### config.mk
export PLATFORM = sky130hd
export DESIGN_NAME = bfbpt_cell
export DESIGN_NICKNAME = d
export VERILOG_FILES = /design/src/rtl/bfbpt_pkg.sv /design/src/rtl/bfbpt_cell.sv
export SDC_FILE = /design/constraint.sdc
export NUM_CORES = 1
export LEC_CHECK = 0
export BUFFER_PORTS_ARGS = -buffer_cell sky130_fd_sc_hd__buf_2
export CAP_MARGIN = 10
export CORE_MARGIN = 1
export CORE_UTILIZATION = 49
export DETAILED_ROUTE_END_ITERATION = 7
export PLACE_DENSITY_LB_ADDON = 0.05
export SYNTH_ARGS = -nofsm -noshare
export SYNTH_HDL_FRONTEND = slang
export SYNTH_SLANG_ARGS = --single-unit
### constraint.sdc
create_clock -name i_clk -period 22.9 [get_ports i_clk]
set_input_delay 3.435 -clock i_clk [delete_from_list [all_inputs] [get_ports i_clk]]
set_output_delay 3.435 -clock i_clk [all_outputs]
set_load 0.005 [all_outputs]
### src/rtl/bfbpt_pkg.sv
// ----------------------------------------------------------------------------
// bfbpt_pkg: shared types and constants of the block parking table
// Slot count, field widths, operation and register codes, and the structs
// that run along the cell chain.
// ----------------------------------------------------------------------------
`default_nettype none

package bfbpt_pkg;

    localparam int SLOTS    = 32;
    localparam int CNT_W    = $clog2(SLOTS + 1);
    localparam int KEY_W    = 64;
    localparam int HGT_W    = 64;
    localparam int SIZE_W   = 20;
    localparam int BYTES_W  = 26;
    localparam int QUOTA_W  = 6;
    localparam int LIM_W    = 32;
    localparam int FUNC_W   = 2;
    localparam int CFG_IDX_W = 2;
    localparam int CFG_DAT_W = 32;
    localparam int OUT_CNT_W = 6;

    localparam logic [FUNC_W-1:0] FUNC_PRUNE = 2'd0;
    localparam logic [FUNC_W-1:0] FUNC_PARK  = 2'd1;
    localparam logic [FUNC_W-1:0] FUNC_CLEAR = 2'd2;

    localparam logic [CFG_IDX_W-1:0] CFG_BYTE_BUDGET = 2'd0;
    localparam logic [CFG_IDX_W-1:0] CFG_QUOTA       = 2'd1;
    localparam logic [CFG_IDX_W-1:0] CFG_MAX_LEAD    = 2'd2;
    localparam logic [CFG_IDX_W-1:0] CFG_MAX_AGE     = 2'd3;

    localparam logic [BYTES_W-1:0] RST_BYTE_BUDGET = 26'd1048576;
    localparam logic [QUOTA_W-1:0] RST_QUOTA       = 6'd4;
    localparam logic [LIM_W-1:0]   RST_MAX_LEAD    = 32'd64;
    localparam logic [LIM_W-1:0]   RST_MAX_AGE     = 32'd16;

    // operation held stable for the whole sweep
    typedef struct packed {
        logic [FUNC_W-1:0] func;
        logic [KEY_W-1:0]  peer;
        logic [HGT_W-1:0]  height;
        logic [HGT_W-1:0]  head;
        logic [SIZE_W-1:0] size;
        logic [KEY_W-1:0]  digest;
        logic [LIM_W-1:0]  max_lead;
        logic [LIM_W-1:0]  max_age;
    } t_query;

    // sweep token handed from cell to cell
    typedef struct packed {
        logic               active;
        logic [CNT_W-1:0]   same_peer;
        logic               dup;
        logic               free_found;
        logic [CNT_W-1:0]   gone;
        logic [BYTES_W-1:0] freed;
    } t_token;

endpackage

`default_nettype wire

### src/rtl/bfbpt_cell.sv
// ----------------------------------------------------------------------------
// bfbpt_cell: one slot of the parking table
// Holds one entry, checks it against the operation as the sweep token
// passes, and hands the updated token to the next cell.
// ----------------------------------------------------------------------------
`default_nettype none

module bfbpt_cell (
    input  wire logic              i_clk,
    input  wire logic              i_rst_n,
    input  wire bfbpt_pkg::t_query i_query,
    input  wire bfbpt_pkg::t_token i_tok,
    input  wire logic              i_commit,
    output bfbpt_pkg::t_token      o_tok
);
    import bfbpt_pkg::*;

    logic              r_valid;
    logic              r_claim;
    logic [HGT_W-1:0]  r_height;
    logic [HGT_W-1:0]  r_parked;
    logic [SIZE_W-1:0] r_size;
    logic [KEY_W-1:0]  r_peer;
    logic [KEY_W-1:0]  r_digest;
    t_token            r_tok;
    t_token            n_tok;

    logic             hit_peer;
    logic             hit_dup;
    logic             mine;
    logic             drop;
    logic             do_prune;
    logic [HGT_W-1:0] lead;
    logic [HGT_W-1:0] age;

    always_comb begin
        lead     = r_height - i_query.head;
        age      = i_query.head - r_parked;
        hit_peer = r_valid && (r_peer == i_query.peer);
        hit_dup  = r_valid && (r_height == i_query.height) && (r_size == i_query.size)
                   && (r_digest == i_query.digest);
        mine     = !r_valid && !i_tok.free_found;
        drop     = r_valid && ((r_height <= i_query.head)
                   || (lead > HGT_W'(i_query.max_lead))
                   || ((i_query.head >= r_parked) && (age > HGT_W'(i_query.max_age))));
        do_prune = i_tok.active && (i_query.func == FUNC_PRUNE) && drop;

        n_tok            = i_tok;
        n_tok.same_peer  = i_tok.same_peer + CNT_W'(hit_peer);
        n_tok.dup        = i_tok.dup | hit_dup;
        n_tok.free_found = i_tok.free_found | !r_valid;
        n_tok.gone       = i_tok.gone + CNT_W'(do_prune);
        n_tok.freed      = i_tok.freed + (do_prune ? BYTES_W'(r_size) : '0);
    end

    always_ff @(posedge i_clk) begin
        if (!i_rst_n) begin
            r_valid <= 1'b0;
            r_claim <= 1'b0;
            r_tok   <= '0;
        end else begin
            r_tok <= n_tok;
            if (i_tok.active) begin
                r_claim <= mine;
            end
            if (i_commit && r_claim) begin
                r_valid <= 1'b1;
            end else if (i_tok.active && (i_query.func == FUNC_CLEAR)) begin
                r_valid <= 1'b0;
            end else if (do_prune) begin
                r_valid <= 1'b0;
            end
        end
    end

    // payload takes the parked frame; no reset needed
    always_ff @(posedge i_clk) begin
        if (i_commit && r_claim) begin
            r_height <= i_query.height;
            r_parked <= i_query.head;
            r_size   <= i_query.size;
            r_peer   <= i_query.peer;
            r_digest <= i_query.digest;
        end
    end

    assign o_tok = r_tok;

endmodule

`default_nettype wire
# ---- Word-level counts from Yosys, hierarchy flattened
# Index checks and enable logic that the tools add are counted.
dict set report op_classes {
  addsub 5
  magnitude_cmp 4
  n_eq_ne 5
  muxes 4
  n_bitwise 2
  reduce_logical 17
}
# operator n
set ops {}
lappend ops {{64-bit == test} 3}
lappend ops {{64-bit by 32-bit greater-than comparator with 1-bit output} 2}
lappend ops {{64-bit subtractor} 2}
lappend ops {{64-bit greater-or-equal comparator} 1}
lappend ops {{64-bit <= comparator} 1}
lappend ops {{26-bit by 20-bit adder with 26-bit output} 1}
lappend ops {{20-bit == test} 1}
lappend ops {{20-bit 2-to-1 mux} 1}
lappend ops {{6-bit by 1-bit adder with 6-bit output} 2}
lappend ops {{1-bit logical AND} 11}
lappend ops {{1-bit 2-to-1 mux} 3}
lappend ops {{3-bit nonzero test} 1}
lappend ops {{2-bit == test, second input constant} 1}
lappend ops {{1-bit logical NOT} 2}
lappend ops {{2-bit logical NOT} 1}
lappend ops {{1-bit logical OR} 2}
lappend ops {{1-bit OR} 2}
dict set report totals {
  register_bits 319
  in_bits 386
  output_inout_bits 41
  word_cells 50
}

# ---- Longest topological paths before layout
dict set report logic_depth {
  word_depth 9
  depth_mapped 43
  depth_no_buf 42
}

# ---- Worst setup path before layout
# No wires, ideal clock.
dict set report synth_path {
  kind {input port to flip-flop}
  from {input port i_query[150] (netlist name)}
  to {register r_tok, in the netlist o_tok[21]}
  setup_ps 115
  t_arrival_ps 10555
  required_ps 22785
  setup_slack_ps 12230
  path_stages 39
  n_path_buf 1
  path_cell_list {ha_1 nor2b_1 o31a_1 o41ai_2 a21oi_1 a31oi_1 o21bai_1 a21oi_1 o21bai_1 a21oi_1 xnor2_1 ha_1 nand2_1 nor2_1 a211oi_1 o21ai_0 a2111oi_0 a21oi_1 [3 not listed] nor2_2 o2111ai_4 buf_6 and3_1 ha_1 a21o_1 a21oi_1 o21ai_0 a21o_1 a21oi_1 o211ai_1 a41o_1 a21oi_1 a21oi_1 a31oi_1 nand2b_1 xnor2_1 and2_1}
}
dict set report synth_via {
  elab_chain_len 8
  word_cells_on_any_way 13
  classes_between {3 x add/sub; 4 x order compare; 1 x mux; 5 x reduce/logical}
}
# item line_no
set synth_lines {}
lappend synth_lines {{from (decl)} bfbpt_cell.sv:11} ;# input wire bfbpt_pkg::t_query i_query,
lappend synth_lines {{64-bit subtractor, on equally long branches} {bfbpt_cell.sv:37, bfbpt_cell.sv:38}}
lappend synth_lines {{64-bit by 32-bit greater-than comparator with 1-bit output, on equally long branches} {bfbpt_cell.sv:44, bfbpt_cell.sv:45}}
lappend synth_lines {{1-bit logical OR / 1-bit logical AND (equally long branches)} {bfbpt_cell.sv:44, bfbpt_cell.sv:45}}
lappend synth_lines {{1-bit logical OR *} bfbpt_cell.sv:45} ;# || ((i_query.head >= r_parked) && (age > HGT_W'(i_query.max_age))));
lappend synth_lines {{1-bit logical AND *} bfbpt_cell.sv:43} ;# drop = r_valid && ((r_height <= i_query.head)
lappend synth_lines {{1-bit logical AND *} bfbpt_cell.sv:46} ;# do_prune = i_tok.active && (i_query.func == FUNC_PRUNE) && drop;
lappend synth_lines {{20-bit 2-to-1 mux *} bfbpt_cell.sv:53} ;# n_tok.freed = i_tok.freed + (do_prune ? BYTES_W'(r_size) : '0);
lappend synth_lines {{26-bit by 20-bit adder with 26-bit output *} bfbpt_cell.sv:53}
lappend synth_lines {{to (signal assigned)} bfbpt_cell.sv:62} ;# r_tok <= n_tok;
lappend synth_lines {{to (decl)} bfbpt_cell.sv:25} ;# t_token r_tok;
# Mark *: on every way between the ends. The rest lies on a longest branch, timed or not.
# A chain may end at the register's enable or synchronous reset.

# ---- Worst setup path after layout
# Ends and elaborated chain as after synthesis.

==> reports/results.ini <==
[synth]
async_flop_share_pct = 0
synth_edf_count = 276
syn_avg_cell_area_um2 = 9.368
synthTopCellsByArea = edfxtp_1, ha_1, xnor2_1
synth_ff_type = edfxtp_1
synth_area_um2 = 23720
ys_seq_area_share_pct = 38.57
syn_nets = 3137
synth.top_cell.area_share_pct = 34.94
synth_seq_cells = 319
synth.largest_area_cell = edfxtp_1
synth_cell_types = 88
synth_warnings = 0
synth.most_common_cell = inv_1
synth_common_cells = inv_1, edfxtp_1, ha_1
synthCells = 2532

[worst_setup_path]
max_stage_delay_ns = 0.50
critPathKind = in -> reg
worstReg2RegStart = r_height[0]
critPathMaxFanout = 19
crit_start = i_query[150]
slowest_stage = nor4b_1
cpMostUsedCell = a21oi_1
startpoint_type = input port
critPathArrivalTime_ns = 12.21
crit_required_ns = 23.34
crit_path_end_kind = register

[grt]
grt_max_degree = 72
grt_pass1_vias = 20720
grt_util_all_layers_pct = 31.94
antenna_found_initial = 26
globalRouteOverflowTotal = 0
grt_pass1_wl_um = 120600

[sta]
drv_slew = 0
rsz0062_at_grt = false
final-setup-viol-count = 0
max_freq_ghz = 0.08500
timing.final.crit_period_ns = 11.76
finalHoldViolations = 0
worst_pin_slew_ns = 0.9908
finalSetupTns_ns = 0
worst_slew_margin_rel_pct = 33.95
finalClockSkew_ns = 0.01899
period_share_pct = 51.38

[finish]
final_net_count = 3525
stdcell_area_um2 = 27500
syn_to_final_growth_pct = 15.94
nFillCells = 4324
instances_no_fill = 3576
drive_gt1_share_pct = 17.63
utilization_pct = 57.60

[die]
core_um2 = 47750
io_pins = 427
rows = 80
die_y_um = 222.0
dieArea_um2 = 49290
dieWidth_um = 222.0
initial_core_util_pct = 49.68

[pwr]
p_comb_share_pct = 22.3
p_sw_w = 0.0004629
p_leak_nw = 12.05
seq_power_share_pct = 41.5
p_sw_share_pct = 29.09
cellPowerDensity_nw_per_um2 = 57.86
internal_power_w = 0.001128
ir_drop_uv = 66.07
p_clk_share_pct = 36.2

[detailed_routing]
final_antenna_net_count = 0
routed_via_density = 5.888
wl_um = 79990
drtPass1Iterations = 6
drc_errors = 0
avgRoutedWirePerCell_um = 22.37
first_iter_violations = 1523
num_vias = 21060

[clock_tree]
cts_buffers = 37
cts-root-buf = clkbuf_16
cts.path.max_buffers = 3
holdBufCountCts = 0
clock_latency_ns = 0.56
clock_sinks = 319
clk_pin_slew_ns = 0.06
cts.repair.resized = 0
post-cts-setup-buffer-count = 0
htreeDepth = 2
cts_tree = done

[place]
place_inst = 3496
gp_congestion = 0.9777
portBuffers = 426
hpwl_um = 66740
placed_cell_area_um2 = 26310

[worst_hold_path]
min_path_type = reg -> reg
hold_path.startpoint = r_claim

[run_status]
status = complete, no violations

[run]
maxCapViolCount = 0

-- metal layers --
layer  vias to the layer above  global-route usage, %  part of all wire (%)
met3                       127                  6.653                   6.8
met2                       720                  53.23                    47
met1                     10110                  41.34                    43
met4                        20                  10.30                   2.9
met5                         -                      0                  0.16
li1                      10080                      -                     -
-- cells in the final DEF, fill, tap and decap left out, drive strengths merged, types with 17 or more instances in the layout --
master and instances:
buf 430, inv 298, edfxtp 276, ha 216, a21oi 196, xnor2 167
nand2 162, o21ai 112, nor2 111, xor2 102, nand4 101, a21o 66
nand3 54, nor4 53, clkbuf 45, nor3 43, dfxtp 43, and3 34
nor2b 32, and2 32, o21a 29, a31oi 25, o21bai 24, o22ai 24
a211oi 21, diode 17
-- layout make-up --
cell class | instances | area, um2 | share of cell area (%)
inverter | 296 | 1111 | 4.040
antenna | 17 | 42.54 | 0.1547
clock inverter | 18 | 180.2 | 0.6552
clock buffer | 45 | 965.9 | 3.512
multi-input combinational | 1836 | 13120 | 47.71
timing repair buffer | 430 | 2162 | 7.862
sequential | 319 | 9149 | 33.27
tap | 615 | 769.5 | 2.798
-- power by group through the flow --
stage          Clock [W]  Combinational (W)  Sequential [W]
6_report        0.000576           0.000354        0.000661
5_1_grt         0.000608           0.000389        0.000662
4_1_cts         0.000587           0.000350        0.000661
3_5_place_dp           0           0.000348        0.000673
3_3_place_gp           0           0.000343        0.000672
2_1_floorplan          0           0.000222        0.000674
-- path summary, 6_finish.rpt --
check	slack (ns)	depth (start not counted)	end
worst max register to register	13.71	37	o_tok[21]
worst min register to register	0.54	2	r_claim
worst min-delay path	0.54	2	r_claim
worst max-delay path	11.14	37	o_tok[21]
-- metrics by stage --
step / worst slack, ns / hold slack, ns / power [W]
2_1_floorplan: 12.23 / 0.4737 / 0.0008956
3_3_place_gp: 10.97 / 0.5022 / 0.001015
3_5_place_dp: 10.77 / 0.5335 / 0.001021
4_1_cts: 11.31 / 0.5495 / 0.001597
5_1_grt: 10.43 / 0.6015 / 0.001658
6_report: 11.14 / 0.5449 / 0.001591
-- state kept, by name (all words and copies together), names as in the netlist --
signal and flops:
r_digest 64, r_height 64, r_parked 64, r_peer 64
o_tok 41, r_size 20, r_claim 1, r_valid 1
-- worst max-delay path, delay by kind of cell --
kind	cells	cell delay, ns
AOI/OAI and AO/OA	17	4.04
xor gates and xnor gates	2	0.19
adders and majority gates	3	0.93
buffers and inverters	2	0.16
and+or+nand+nor	13	3.44
-- cell families after synthesis --
group                      count (synthesis)  share of synthesized area (%)
AOI/OAI and AO/OA                        645                          18.05
xor gates and xnor gates                 269                          9.933
adders and majority gates                219                          11.65
buffers and inverters                    377                          6.124
DFF                                      319                          38.57
muxes                                      9                         0.3956
and+or+nand+nor                          694                          15.28
Power figures use the tool's default switching activity.
